<file path="src/rtl/core/ftba_pkg.sv">
// Shared types and constants of the file table block allocator.
package ftba_pkg;

    localparam int CMD_W    = 2;
    localparam int ID_W     = 16;
    localparam int SLOT_W   = 4;
    localparam int BLOCK_W  = 9;
    localparam int WORD_W   = 32;
    localparam int WORD_LOG = 5;

    // Free-map word 0 after reset: blocks 0 and 1 reserved.
    localparam logic [WORD_W-1:0] RESET_WORD0 = 32'h0000_0003;

    typedef enum logic [CMD_W-1:0] {
        CMD_LOOKUP = 2'd0,
        CMD_CREATE = 2'd1,
        CMD_DELETE = 2'd2,
        CMD_RSVD   = 2'd3
    } cmd_t;

    typedef enum logic [2:0] {
        ST_OK        = 3'd0,
        ST_NOT_FOUND = 3'd1,
        ST_EXISTS    = 3'd2,
        ST_NO_SLOT   = 3'd3,
        ST_NO_BLOCK  = 3'd4,
        ST_BAD_ID    = 3'd5
    } status_t;

    typedef enum logic [2:0] {
        S_IDLE,
        S_SLOT_SCAN,
        S_DECIDE,
        S_MAP_SCAN,
        S_FREE_WR,
        S_RESP
    } state_t;

    typedef struct packed {
        status_t              status;
        logic [SLOT_W-1:0]    slot;
        logic [BLOCK_W-1:0]   block;
    } res_t;

    // Bit index of a one-hot word.
    function automatic logic [WORD_LOG-1:0] enc_onehot(input logic [WORD_W-1:0] oh);
        logic [WORD_LOG-1:0] idx;
        idx = '0;
        for (int i = 0; i < WORD_W; i++) begin
            idx = idx | (WORD_LOG'(i) & {WORD_LOG{oh[i]}});
        end
        return idx;
    endfunction

endpackage

</file>
<file path="src/rtl/core/ftba_slot_mem.sv">
// Slot table memory: file id and block per slot, with per-slot valid flags.
module ftba_slot_mem import ftba_pkg::*; #(
    parameter int DEPTH = 16,
    parameter int BW    = 9,
    parameter int AW    = 4
) (
    input  logic          aclk,
    input  logic          aresetn,
    input  logic          rd_en,
    input  logic [AW-1:0] rd_addr,
    output logic          rd_valid,
    output logic [ID_W-1:0] rd_id,
    output logic [BW-1:0] rd_block,
    input  logic          wr_en,
    input  logic          clr_en,
    input  logic [AW-1:0] wr_addr,
    input  logic [ID_W-1:0] wr_id,
    input  logic [BW-1:0] wr_block
);

    logic [ID_W-1:0] id_ram    [DEPTH];
    logic [BW-1:0]   block_ram [DEPTH];
    logic [DEPTH-1:0] valid_reg;
    logic             rd_valid_reg;
    logic [ID_W-1:0]  rd_id_reg;
    logic [BW-1:0]    rd_block_reg;

    always_ff @(posedge aclk) begin
        if (wr_en) begin
            id_ram[wr_addr]    <= wr_id;
            block_ram[wr_addr] <= wr_block;
        end
        if (rd_en) begin
            rd_id_reg    <= id_ram[rd_addr];
            rd_block_reg <= block_ram[rd_addr];
        end
    end

    always_ff @(posedge aclk) begin
        if (!aresetn) begin
            valid_reg    <= '0;
            rd_valid_reg <= 1'b0;
        end else begin
            if (wr_en) begin
                valid_reg[wr_addr] <= 1'b1;
            end else if (clr_en) begin
                valid_reg[wr_addr] <= 1'b0;
            end
            if (rd_en) begin
                rd_valid_reg <= valid_reg[rd_addr];
            end
        end
    end

    assign rd_valid = rd_valid_reg;
    assign rd_id    = rd_id_reg;
    assign rd_block = rd_block_reg;

endmodule

</file>
<file path="src/rtl/core/ftba_map_mem.sv">
// Free-block bitmap memory, 32 blocks a word; unwritten words read as reset value.
module ftba_map_mem import ftba_pkg::*; #(
    parameter int DEPTH = 16,
    parameter int AW    = 4
) (
    input  logic              aclk,
    input  logic              aresetn,
    input  logic              rd_en,
    input  logic [AW-1:0]     rd_addr,
    output logic [WORD_W-1:0] rd_data,
    input  logic              wr_en,
    input  logic [AW-1:0]     wr_addr,
    input  logic [WORD_W-1:0] wr_data
);

    logic [WORD_W-1:0] map_ram [DEPTH];
    logic [DEPTH-1:0]  valid_reg;
    logic [WORD_W-1:0] ram_q_reg;
    logic              hit_reg;
    logic              word0_reg;

    always_ff @(posedge aclk) begin
        if (wr_en) begin
            map_ram[wr_addr] <= wr_data;
        end
        if (rd_en) begin
            ram_q_reg <= map_ram[rd_addr];
            word0_reg <= (rd_addr == '0);
        end
    end

    always_ff @(posedge aclk) begin
        if (!aresetn) begin
            valid_reg <= '0;
            hit_reg   <= 1'b0;
        end else begin
            if (wr_en) begin
                valid_reg[wr_addr] <= 1'b1;
            end
            if (rd_en) begin
                hit_reg <= valid_reg[rd_addr];
            end
        end
    end

    always_comb begin
        if (hit_reg) begin
            rd_data = ram_q_reg;
        end else if (word0_reg) begin
            rd_data = RESET_WORD0;
        end else begin
            rd_data = '0;
        end
    end

endmodule

</file>
<file path="src/rtl/core/ftba_ctrl.sv">
// Command sequencer: slot scan, free-map scan, read-modify-write and result register.
module ftba_ctrl import ftba_pkg::*; #(
    parameter int SLOTS  = 16,
    parameter int BLOCKS = 512,
    parameter int SAW    = 4,
    parameter int BW     = 9,
    parameter int NW     = 16,
    parameter int WIW    = 4
) (
    input  logic               aclk,
    input  logic               aresetn,
    input  logic               s_valid,
    output logic               s_ready,
    input  logic [CMD_W-1:0]   s_cmd,
    input  logic [ID_W-1:0]    s_file_id,
    output logic               m_valid,
    input  logic               m_ready,
    output logic [2:0]         m_status,
    output logic [SLOT_W-1:0]  m_slot,
    output logic [BLOCK_W-1:0] m_block,
    output logic               slot_rd_en,
    output logic [SAW-1:0]     slot_rd_addr,
    input  logic               slot_rd_valid,
    input  logic [ID_W-1:0]    slot_rd_id,
    input  logic [BW-1:0]      slot_rd_block,
    output logic               slot_wr_en,
    output logic               slot_clr_en,
    output logic [SAW-1:0]     slot_wr_addr,
    output logic [ID_W-1:0]    slot_wr_id,
    output logic [BW-1:0]      slot_wr_block,
    output logic               map_rd_en,
    output logic [WIW-1:0]     map_rd_addr,
    input  logic [WORD_W-1:0]  map_rd_data,
    output logic               map_wr_en,
    output logic [WIW-1:0]     map_wr_addr,
    output logic [WORD_W-1:0]  map_wr_data
);

    localparam int LAST_BITS = BLOCKS - (NW - 1) * WORD_W;
    localparam logic [WORD_W-1:0] PAD_MASK =
        (LAST_BITS == WORD_W) ? '0 : ~((32'd1 << LAST_BITS) - 32'd1);

    state_t            state_reg, state_next;
    cmd_t              cmd_reg, cmd_next;
    logic [ID_W-1:0]   id_reg, id_next;
    logic [SAW-1:0]    cnt_reg, cnt_next;
    logic [WIW-1:0]    wcnt_reg, wcnt_next;
    logic              found_reg, found_next;
    logic [SAW-1:0]    mslot_reg, mslot_next;
    logic [BW-1:0]     mblock_reg, mblock_next;
    logic              efound_reg, efound_next;
    logic [SAW-1:0]    eslot_reg, eslot_next;
    res_t              res_reg, res_next;
    logic              m_valid_reg, m_valid_next;
    res_t              m_res_reg, m_res_next;

    logic              slot_last;
    logic              word_last;
    logic              slot_hit;
    logic [WORD_W-1:0] map_word;
    logic [WORD_W-1:0] zero_bits;
    logic [WORD_W-1:0] zero_oh;
    logic              have_free;
    logic [WORD_LOG-1:0] free_bit;
    logic [BW-1:0]     free_block;
    logic [WIW-1:0]    own_word;
    logic              out_free;

    assign slot_last  = (cnt_reg == SAW'(SLOTS - 1));
    assign word_last  = (wcnt_reg == WIW'(NW - 1));
    assign slot_hit   = slot_rd_valid && (slot_rd_id == id_reg);
    assign map_word   = map_rd_data | (word_last ? PAD_MASK : '0);
    assign zero_bits  = ~map_word;
    assign zero_oh    = zero_bits & (~zero_bits + 32'd1);
    assign have_free  = |zero_bits;
    assign free_bit   = enc_onehot(zero_oh);
    assign free_block = BW'({wcnt_reg, free_bit});
    assign own_word   = WIW'(mblock_reg >> WORD_LOG);
    assign out_free   = !m_valid_reg || m_ready;

    always_ff @(posedge aclk) begin
        if (!aresetn) begin
            state_reg   <= S_IDLE;
            m_valid_reg <= 1'b0;
        end else begin
            state_reg   <= state_next;
            m_valid_reg <= m_valid_next;
        end
    end

    always_ff @(posedge aclk) begin
        cmd_reg    <= cmd_next;
        id_reg     <= id_next;
        cnt_reg    <= cnt_next;
        wcnt_reg   <= wcnt_next;
        found_reg  <= found_next;
        mslot_reg  <= mslot_next;
        mblock_reg <= mblock_next;
        efound_reg <= efound_next;
        eslot_reg  <= eslot_next;
        res_reg    <= res_next;
        m_res_reg  <= m_res_next;
    end

    always_comb begin
        state_next = state_reg;
        unique case (state_reg)
            S_IDLE: begin
                if (s_valid) begin
                    state_next = (s_file_id == '0) ? S_RESP : S_SLOT_SCAN;
                end
            end
            S_SLOT_SCAN: begin
                if (slot_last) begin
                    state_next = S_DECIDE;
                end
            end
            S_DECIDE: begin
                state_next = S_RESP;
                if (cmd_reg == CMD_CREATE && !found_reg && efound_reg) begin
                    state_next = S_MAP_SCAN;
                end else if (cmd_reg == CMD_DELETE && found_reg) begin
                    state_next = S_FREE_WR;
                end
            end
            S_MAP_SCAN: begin
                if (have_free || word_last) begin
                    state_next = S_RESP;
                end
            end
            S_FREE_WR: state_next = S_RESP;
            S_RESP: begin
                if (out_free) begin
                    state_next = S_IDLE;
                end
            end
            default: state_next = S_IDLE;
        endcase
    end

    always_comb begin
        cmd_next      = cmd_reg;
        id_next       = id_reg;
        cnt_next      = cnt_reg;
        wcnt_next     = wcnt_reg;
        found_next    = found_reg;
        mslot_next    = mslot_reg;
        mblock_next   = mblock_reg;
        efound_next   = efound_reg;
        eslot_next    = eslot_reg;
        res_next      = res_reg;
        m_valid_next  = m_valid_reg && !m_ready;
        m_res_next    = m_res_reg;
        s_ready       = 1'b0;
        slot_rd_en    = 1'b0;
        slot_rd_addr  = '0;
        slot_wr_en    = 1'b0;
        slot_clr_en   = 1'b0;
        slot_wr_addr  = eslot_reg;
        slot_wr_id    = id_reg;
        slot_wr_block = free_block;
        map_rd_en     = 1'b0;
        map_rd_addr   = '0;
        map_wr_en     = 1'b0;
        map_wr_addr   = wcnt_reg;
        map_wr_data   = map_rd_data | zero_oh;

        unique case (state_reg)
            S_IDLE: begin
                s_ready = 1'b1;
                if (s_valid) begin
                    cmd_next    = cmd_t'(s_cmd);
                    id_next     = s_file_id;
                    cnt_next    = '0;
                    wcnt_next   = '0;
                    found_next  = 1'b0;
                    efound_next = 1'b0;
                    if (s_file_id == '0) begin
                        res_next = '{status: ST_BAD_ID, slot: '0, block: '0};
                    end else begin
                        slot_rd_en = 1'b1;
                    end
                end
            end
            S_SLOT_SCAN: begin
                if (slot_hit && !found_reg) begin
                    found_next  = 1'b1;
                    mslot_next  = cnt_reg;
                    mblock_next = slot_rd_block;
                end
                if (!slot_rd_valid && !efound_reg) begin
                    efound_next = 1'b1;
                    eslot_next  = cnt_reg;
                end
                if (!slot_last) begin
                    cnt_next     = cnt_reg + 1'b1;
                    slot_rd_en   = 1'b1;
                    slot_rd_addr = cnt_reg + 1'b1;
                end
            end
            S_DECIDE: begin
                unique case (cmd_reg)
                    CMD_CREATE: begin
                        if (found_reg) begin
                            res_next = '{status: ST_EXISTS, slot: '0, block: '0};
                        end else if (!efound_reg) begin
                            res_next = '{status: ST_NO_SLOT, slot: '0, block: '0};
                        end else begin
                            map_rd_en = 1'b1;
                        end
                    end
                    CMD_DELETE: begin
                        if (!found_reg) begin
                            res_next = '{status: ST_NOT_FOUND, slot: '0, block: '0};
                        end else begin
                            res_next = '{status: ST_OK, slot: SLOT_W'(mslot_reg),
                                         block: BLOCK_W'(mblock_reg)};
                            slot_clr_en  = 1'b1;
                            slot_wr_addr = mslot_reg;
                            map_rd_en    = 1'b1;
                            map_rd_addr  = own_word;
                        end
                    end
                    default: begin
                        if (found_reg) begin
                            res_next = '{status: ST_OK, slot: SLOT_W'(mslot_reg),
                                         block: BLOCK_W'(mblock_reg)};
                        end else begin
                            res_next = '{status: ST_NOT_FOUND, slot: '0, block: '0};
                        end
                    end
                endcase
            end
            S_MAP_SCAN: begin
                if (have_free) begin
                    map_wr_en  = 1'b1;
                    slot_wr_en = 1'b1;
                    res_next   = '{status: ST_OK, slot: SLOT_W'(eslot_reg),
                                   block: BLOCK_W'(free_block)};
                end else if (word_last) begin
                    res_next = '{status: ST_NO_BLOCK, slot: '0, block: '0};
                end else begin
                    wcnt_next   = wcnt_reg + 1'b1;
                    map_rd_en   = 1'b1;
                    map_rd_addr = wcnt_reg + 1'b1;
                end
            end
            S_FREE_WR: begin
                map_wr_en   = 1'b1;
                map_wr_addr = own_word;
                map_wr_data = map_rd_data & ~(32'd1 << WORD_LOG'(mblock_reg));
            end
            S_RESP: begin
                if (out_free) begin
                    m_valid_next = 1'b1;
                    m_res_next   = res_reg;
                end
            end
            default: ;
        endcase
    end

    assign m_valid  = m_valid_reg;
    assign m_status = m_res_reg.status;
    assign m_slot   = m_res_reg.slot;
    assign m_block  = m_res_reg.block;

endmodule

</file>
<file path="src/rtl/core/file_table_block_allocator.sv">
// Top level of the file table with bitmap block allocator.
//
// Usage: one command word (s_cmd, s_file_id) on the s_ channel gives exactly one
// result word (m_status, m_slot, m_block) on the m_ channel, both valid/ready.
// Commands run one at a time; s_ready is high only while the sequencer idles.
// From accept, a zero id goes straight to the result register; every other command
// first scans all slots, one slot read per cycle, then decides. A successful delete
// adds a free-map read-modify-write. A create that reaches the map then scans
// free-map words, one word per cycle, until a free bit turns up or the last word is
// read (1 .. ceil(BLOCKS/32) words). The sequencer is back in idle before the next
// word is taken. The slot scan and the 32-bit free-map word port set the command
// duration.
// A result waits in the output register while m_ready is low; the next command
// is still accepted and holds in its final state until that word is taken.
// Reset (aresetn low, synchronous) empties the table and frees all blocks but
// 0 and 1 at once through per-entry valid flags; no clearing pass is needed.
module file_table_block_allocator import ftba_pkg::*; #(
    parameter int SLOTS  = 16,
    parameter int BLOCKS = 512
) (
    input  logic               aclk,
    input  logic               aresetn,
    input  logic               s_valid,
    output logic               s_ready,
    input  logic [CMD_W-1:0]   s_cmd,
    input  logic [ID_W-1:0]    s_file_id,
    output logic               m_valid,
    input  logic               m_ready,
    output logic [2:0]         m_status,
    output logic [SLOT_W-1:0]  m_slot,
    output logic [BLOCK_W-1:0] m_block
);

    // Slot address, block number width, free-map depth and address.
    localparam int SAW = (SLOTS > 1) ? $clog2(SLOTS) : 1;
    localparam int BW  = $clog2(BLOCKS);
    localparam int NW  = (BLOCKS + WORD_W - 1) / WORD_W;
    localparam int WIW = (NW > 1) ? $clog2(NW) : 1;

    logic              slot_rd_en;
    logic [SAW-1:0]    slot_rd_addr;
    logic              slot_rd_valid;
    logic [ID_W-1:0]   slot_rd_id;
    logic [BW-1:0]     slot_rd_block;
    logic              slot_wr_en;
    logic              slot_clr_en;
    logic [SAW-1:0]    slot_wr_addr;
    logic [ID_W-1:0]   slot_wr_id;
    logic [BW-1:0]     slot_wr_block;
    logic              map_rd_en;
    logic [WIW-1:0]    map_rd_addr;
    logic [WORD_W-1:0] map_rd_data;
    logic              map_wr_en;
    logic [WIW-1:0]    map_wr_addr;
    logic [WORD_W-1:0] map_wr_data;

    // Sequencer: owns the handshakes and the result register.
    ftba_ctrl #(
        .SLOTS  (SLOTS),
        .BLOCKS (BLOCKS),
        .SAW    (SAW),
        .BW     (BW),
        .NW     (NW),
        .WIW    (WIW)
    ) u_ctrl (
        .aclk          (aclk),
        .aresetn       (aresetn),
        .s_valid       (s_valid),
        .s_ready       (s_ready),
        .s_cmd         (s_cmd),
        .s_file_id     (s_file_id),
        .m_valid       (m_valid),
        .m_ready       (m_ready),
        .m_status      (m_status),
        .m_slot        (m_slot),
        .m_block       (m_block),
        .slot_rd_en    (slot_rd_en),
        .slot_rd_addr  (slot_rd_addr),
        .slot_rd_valid (slot_rd_valid),
        .slot_rd_id    (slot_rd_id),
        .slot_rd_block (slot_rd_block),
        .slot_wr_en    (slot_wr_en),
        .slot_clr_en   (slot_clr_en),
        .slot_wr_addr  (slot_wr_addr),
        .slot_wr_id    (slot_wr_id),
        .slot_wr_block (slot_wr_block),
        .map_rd_en     (map_rd_en),
        .map_rd_addr   (map_rd_addr),
        .map_rd_data   (map_rd_data),
        .map_wr_en     (map_wr_en),
        .map_wr_addr   (map_wr_addr),
        .map_wr_data   (map_wr_data)
    );

    // Slot table: id and owned block per slot.
    ftba_slot_mem #(
        .DEPTH (SLOTS),
        .BW    (BW),
        .AW    (SAW)
    ) u_slot_mem (
        .aclk     (aclk),
        .aresetn  (aresetn),
        .rd_en    (slot_rd_en),
        .rd_addr  (slot_rd_addr),
        .rd_valid (slot_rd_valid),
        .rd_id    (slot_rd_id),
        .rd_block (slot_rd_block),
        .wr_en    (slot_wr_en),
        .clr_en   (slot_clr_en),
        .wr_addr  (slot_wr_addr),
        .wr_id    (slot_wr_id),
        .wr_block (slot_wr_block)
    );

    // Free map, one bit per block.
    ftba_map_mem #(
        .DEPTH (NW),
        .AW    (WIW)
    ) u_map_mem (
        .aclk    (aclk),
        .aresetn (aresetn),
        .rd_en   (map_rd_en),
        .rd_addr (map_rd_addr),
        .rd_data (map_rd_data),
        .wr_en   (map_wr_en),
        .wr_addr (map_wr_addr),
        .wr_data (map_wr_data)
    );

endmodule

</file>
<file path="config.mk">
export PLATFORM = sky130hd
export DESIGN_NAME = file_table_block_allocator
export DESIGN_NICKNAME = d
export VERILOG_FILES = /design/src/rtl/core/ftba_pkg.sv /design/src/rtl/core/ftba_slot_mem.sv /design/src/rtl/core/ftba_map_mem.sv /design/src/rtl/core/ftba_ctrl.sv /design/src/rtl/core/file_table_block_allocator.sv
export SDC_FILE = /design/constraint.sdc
export NUM_CORES = 1
export LEC_CHECK = 0
export BUFFER_PORTS_ARGS = -buffer_cell sky130_fd_sc_hd__buf_4
export CELL_PAD_IN_SITES_DETAIL_PLACEMENT = 2
export CELL_PAD_IN_SITES_GLOBAL_PLACEMENT = 2
export CORE_MARGIN = 10
export CORE_UTILIZATION = 47
export DETAILED_ROUTE_END_ITERATION = 16
export GPL_ROUTABILITY_DRIVEN = 0
export MAX_ROUTING_LAYER = met4
export PLACE_DENSITY = 0.89
export SLEW_MARGIN = 25
export SYNTH_ARGS = -nofsm -noshare
export SYNTH_HDL_FRONTEND = slang
export SYNTH_SLANG_ARGS = --single-unit
</file>
<file path="constraint.sdc">
create_clock -name aclk -period 4.5 [get_ports aclk]
set_clock_uncertainty 0.15 [all_clocks]
set_input_delay 0.225 -clock aclk [delete_from_list [all_inputs] [get_ports aclk]]
set_output_delay 0.225 -clock aclk [all_outputs]
set_load 0.01 [all_outputs]
</file>
==> flow_summary.yaml <==
run_status:
  status: "complete, but fails checks"
  violations: "negative setup slack"
timing:
  max_slew_margin: 0.285
  final-max-slew-violation-count: 0
  hold_slack_ns: 0.0998
  fmax_mhz: 217
  layout_worst_path_cycle_share: 1.02
  finalSetupViolCount: 149
  hold_viol: 0
  tightestPinTransition_ns: 1.07
  rsz0062_at_grt: "no"
  setup_ws_ns: -0.104
  min_period_ns: 4.60
yosys:
  avgSynthCellArea_sq_um: 15.7
  synth_nets: 2783
  synth_top_flop_cell: "edfxtp_1"
  synth_warnings: 0
  netlist_area_sq_um: 43200
  synth_cells: 2757
  synth.distinct_cells: 68
  synthTopCellsByArea: "edfxtp_1 (73%), mux4_2 (5.4%), nand2_1 (2.8%)"
  ys_ff_latch: 1085
  synth_top_area_share: 0.728
  async_reset_ff_frac: 0
  ys_seq_area_frac: 0.746
  synth_edf_count: 1047
  yosysTopAreaCell: "edfxtp_1"
die:
  die_area_sq_um: 104000
  core_area_sq_um: 91400
  num_rows: 111
  initial_core_util: 0.472
  io_pins: 40
  die_h_microns: 323
  die_w_microns: 323
critical_path:
  cp_common_cell: "buf_4"
  max_stage_delay_ns: 0.75
  cp-start-kind: "flip-flop"
  crit_arrival_ns: 5.05
  critical_path.slowest_cell: "nor4_1"
  crit_chain: "buf_4, and4_1, nand2_1, nor4_1, a21oi_1, buf_4, a32oi_1, buf_4, nor2_4, buf_4, o21a_1"
  crit_type: "flip-flop to flip-flop"
  cp-end-kind: "flip-flop"
  crit_fanout: 30
  cp.required_ns: 4.95
global_routing:
  use_met1: 0.389
  busiest_layer: "met2"
  antenna_found_initial: 1
  use_met2: 0.602
  grt_pass1_wl_microns: 252000
  grt_max_degree: 78
  grtUsageMet3: 0.0581
  grt_pass1_vias: 31500
  grt.total_usage: 0.352
  overflow: 0
routing:
  wire_per_inst_microns: 43.7
  drtPass1Iterations: 8
  num_vias: 29700
  vias_per_cell: 7.11
  drc: 0
  wirelength_microns: 183000
  ant_nets: 0
  drtIter0Drc: 4287
power:
  power.density_nw_per_um2: 452
  combPwrFrac: 0.067
  peakVddDrop_mv: 0.366
  seqPwrFrac: 0.505
  p_total_uw: 22600
  p_switching_uw: 5590
  p_int_uw: 17000
  power.share.clock: 0.428
  p_sw_frac: 0.247
  p_leak_uw: 0.0160
cts:
  cts_tree: "done"
  cts_max_path_buffers: 3
  path_clk_slew_ns: 0.07
  htree_levels: 3
  worst_skew_pair.late_latency_ns: 0.73
  cts_made_buffers: 113
  cts.sinks: 1085
  clockRootBuffer: "clkbuf_16"
layout:
  area_delta_synth_final_pct: 15.7
  largest_reg_flops: 512
  largest-register: "u_map_mem.map_ram"
  fin_util: 0.547
  drive_above_1_share: 0.171
  reg_top3: "u_map_mem.map_ram (512), u_slot_mem.id_ram (256), u_slot_mem.block_ram (144)"
  final_cell_mix: "edfxtp_1 (1047), nand2_1 (316), nor2_1 (152), nor3_1 (149), buf_4 (143)"
  nNetsFinal: 2930
  layout_commonest_cell: "edfxtp_1"
hold_path:
  min_path_type: "primary input to flip-flop"
place:
  dp_hpwl_microns: 105000
  numPortBuffers: 39
  pre_cts_ws_ns: 0.215
flow_run:
  maxCapViolCount: 0
cell type report:
cell class,instances,area [sq um]
fillers,7941,41400
flip-flops and latches,1085,32200
multi-input cells,1491,10700
clock buffers,147,3070
repair buffers,196,1970
well taps,1186,1480
clock inverters,57,520
inverters,17,63.8
diodes,3,7.51
cells in the mapped netlist, types with 36 or more instances:
cell type,count
o221ai_1,53
nand3_1,36
nor2_1,189
mux4_2,104
mux2i_1,47
a21oi_1,85
a31oi_1,39
nand2_1,320
clkbuf_1,114
nor3_1,149
o21a_1,52
dfxtp_1,38
edfxtp_1,1047
o21ai_0,51
o32ai_1,42
and3_1,52
or3_1,39
power groups by stage:
stage / Combinational [uW] / Clock, uW / Sequential, uW
final: 1520 / 9660 / 11400
after global routing: 1570 / 10000 / 11400
after detailed placement: 1380 / 0 / 11600
after floorplan: 830 / 0 / 11500
after global placement: 1230 / 0 / 11600
after CTS: 1450 / 9610 / 11400
worst paths after layout:
kind	to	startpoint	slack, ns	depth (start not counted)
min reg2reg	u_ctrl.m_block[4]$_DFFE_PP_	u_ctrl.res_reg[4]$_DFFE_PP_	0.28	0
max reg2reg	u_map_mem.valid_reg[12]$_SDFFE_PN0P_	u_map_mem.hit_reg$_SDFFE_PN0P_	-0.10	11
min	u_ctrl.slot_wr_id[2]$_DFFE_PP_	s_file_id[2]	0.1	2
max	u_map_mem.valid_reg[12]$_SDFFE_PN0P_	u_map_mem.hit_reg$_SDFFE_PN0P_	-0.10	11
through the flow:
stage / std cells / TNS, ns / area [sq um]
final: 4182 / -5.03 / 50000
after global routing: 4181 / 0 / 50000
after CTS: 4169 / 0 / 49800
after detailed placement: 3944 / 0 / 45900
after global placement: 3935 / 0 / 45700
after floorplan: 2757 / 0 / 43200
cells by family after synthesis:
family                   after synthesis  share of synthesized area
AO/OA/AOI/OAI                        438                     0.0722
XOR/XNOR                              21                    0.00426
adder cells (fa/ha/maj)                4                    0.00116
buffers and inverters                183                     0.0174
flip-flops                          1085                      0.746
multiplexers                         154                     0.0659
AND/OR/NAND/NOR                      872                     0.0933
what timing repair did:
item | in CTS | in global routing
buffers inserted | 0 | 3
resized for setup | 1 | 2
setup endpoints to repair | 1 | 7
gates cloned | 0 | 2
pin swaps | 0 | 2
hold buffers | 21 | 0
endpoints found under the hold margin | 56 | 0
routing by layer:
layer,share of wire,vias to the layer above
met4,0.071,0
met1,0.34,15500
met5,0,-
li1,-,11200
met2,0.51,2304
met3,0.081,733
worst max-delay path: cells and delay by family (launching register included):
family	cells	cell delay, ns
buf+inv	4	1.28
flops	1	0.69
compound gates	3	0.84
simple gates	4	1.41
No activity file was read; power rests on OpenSTA's default activity.
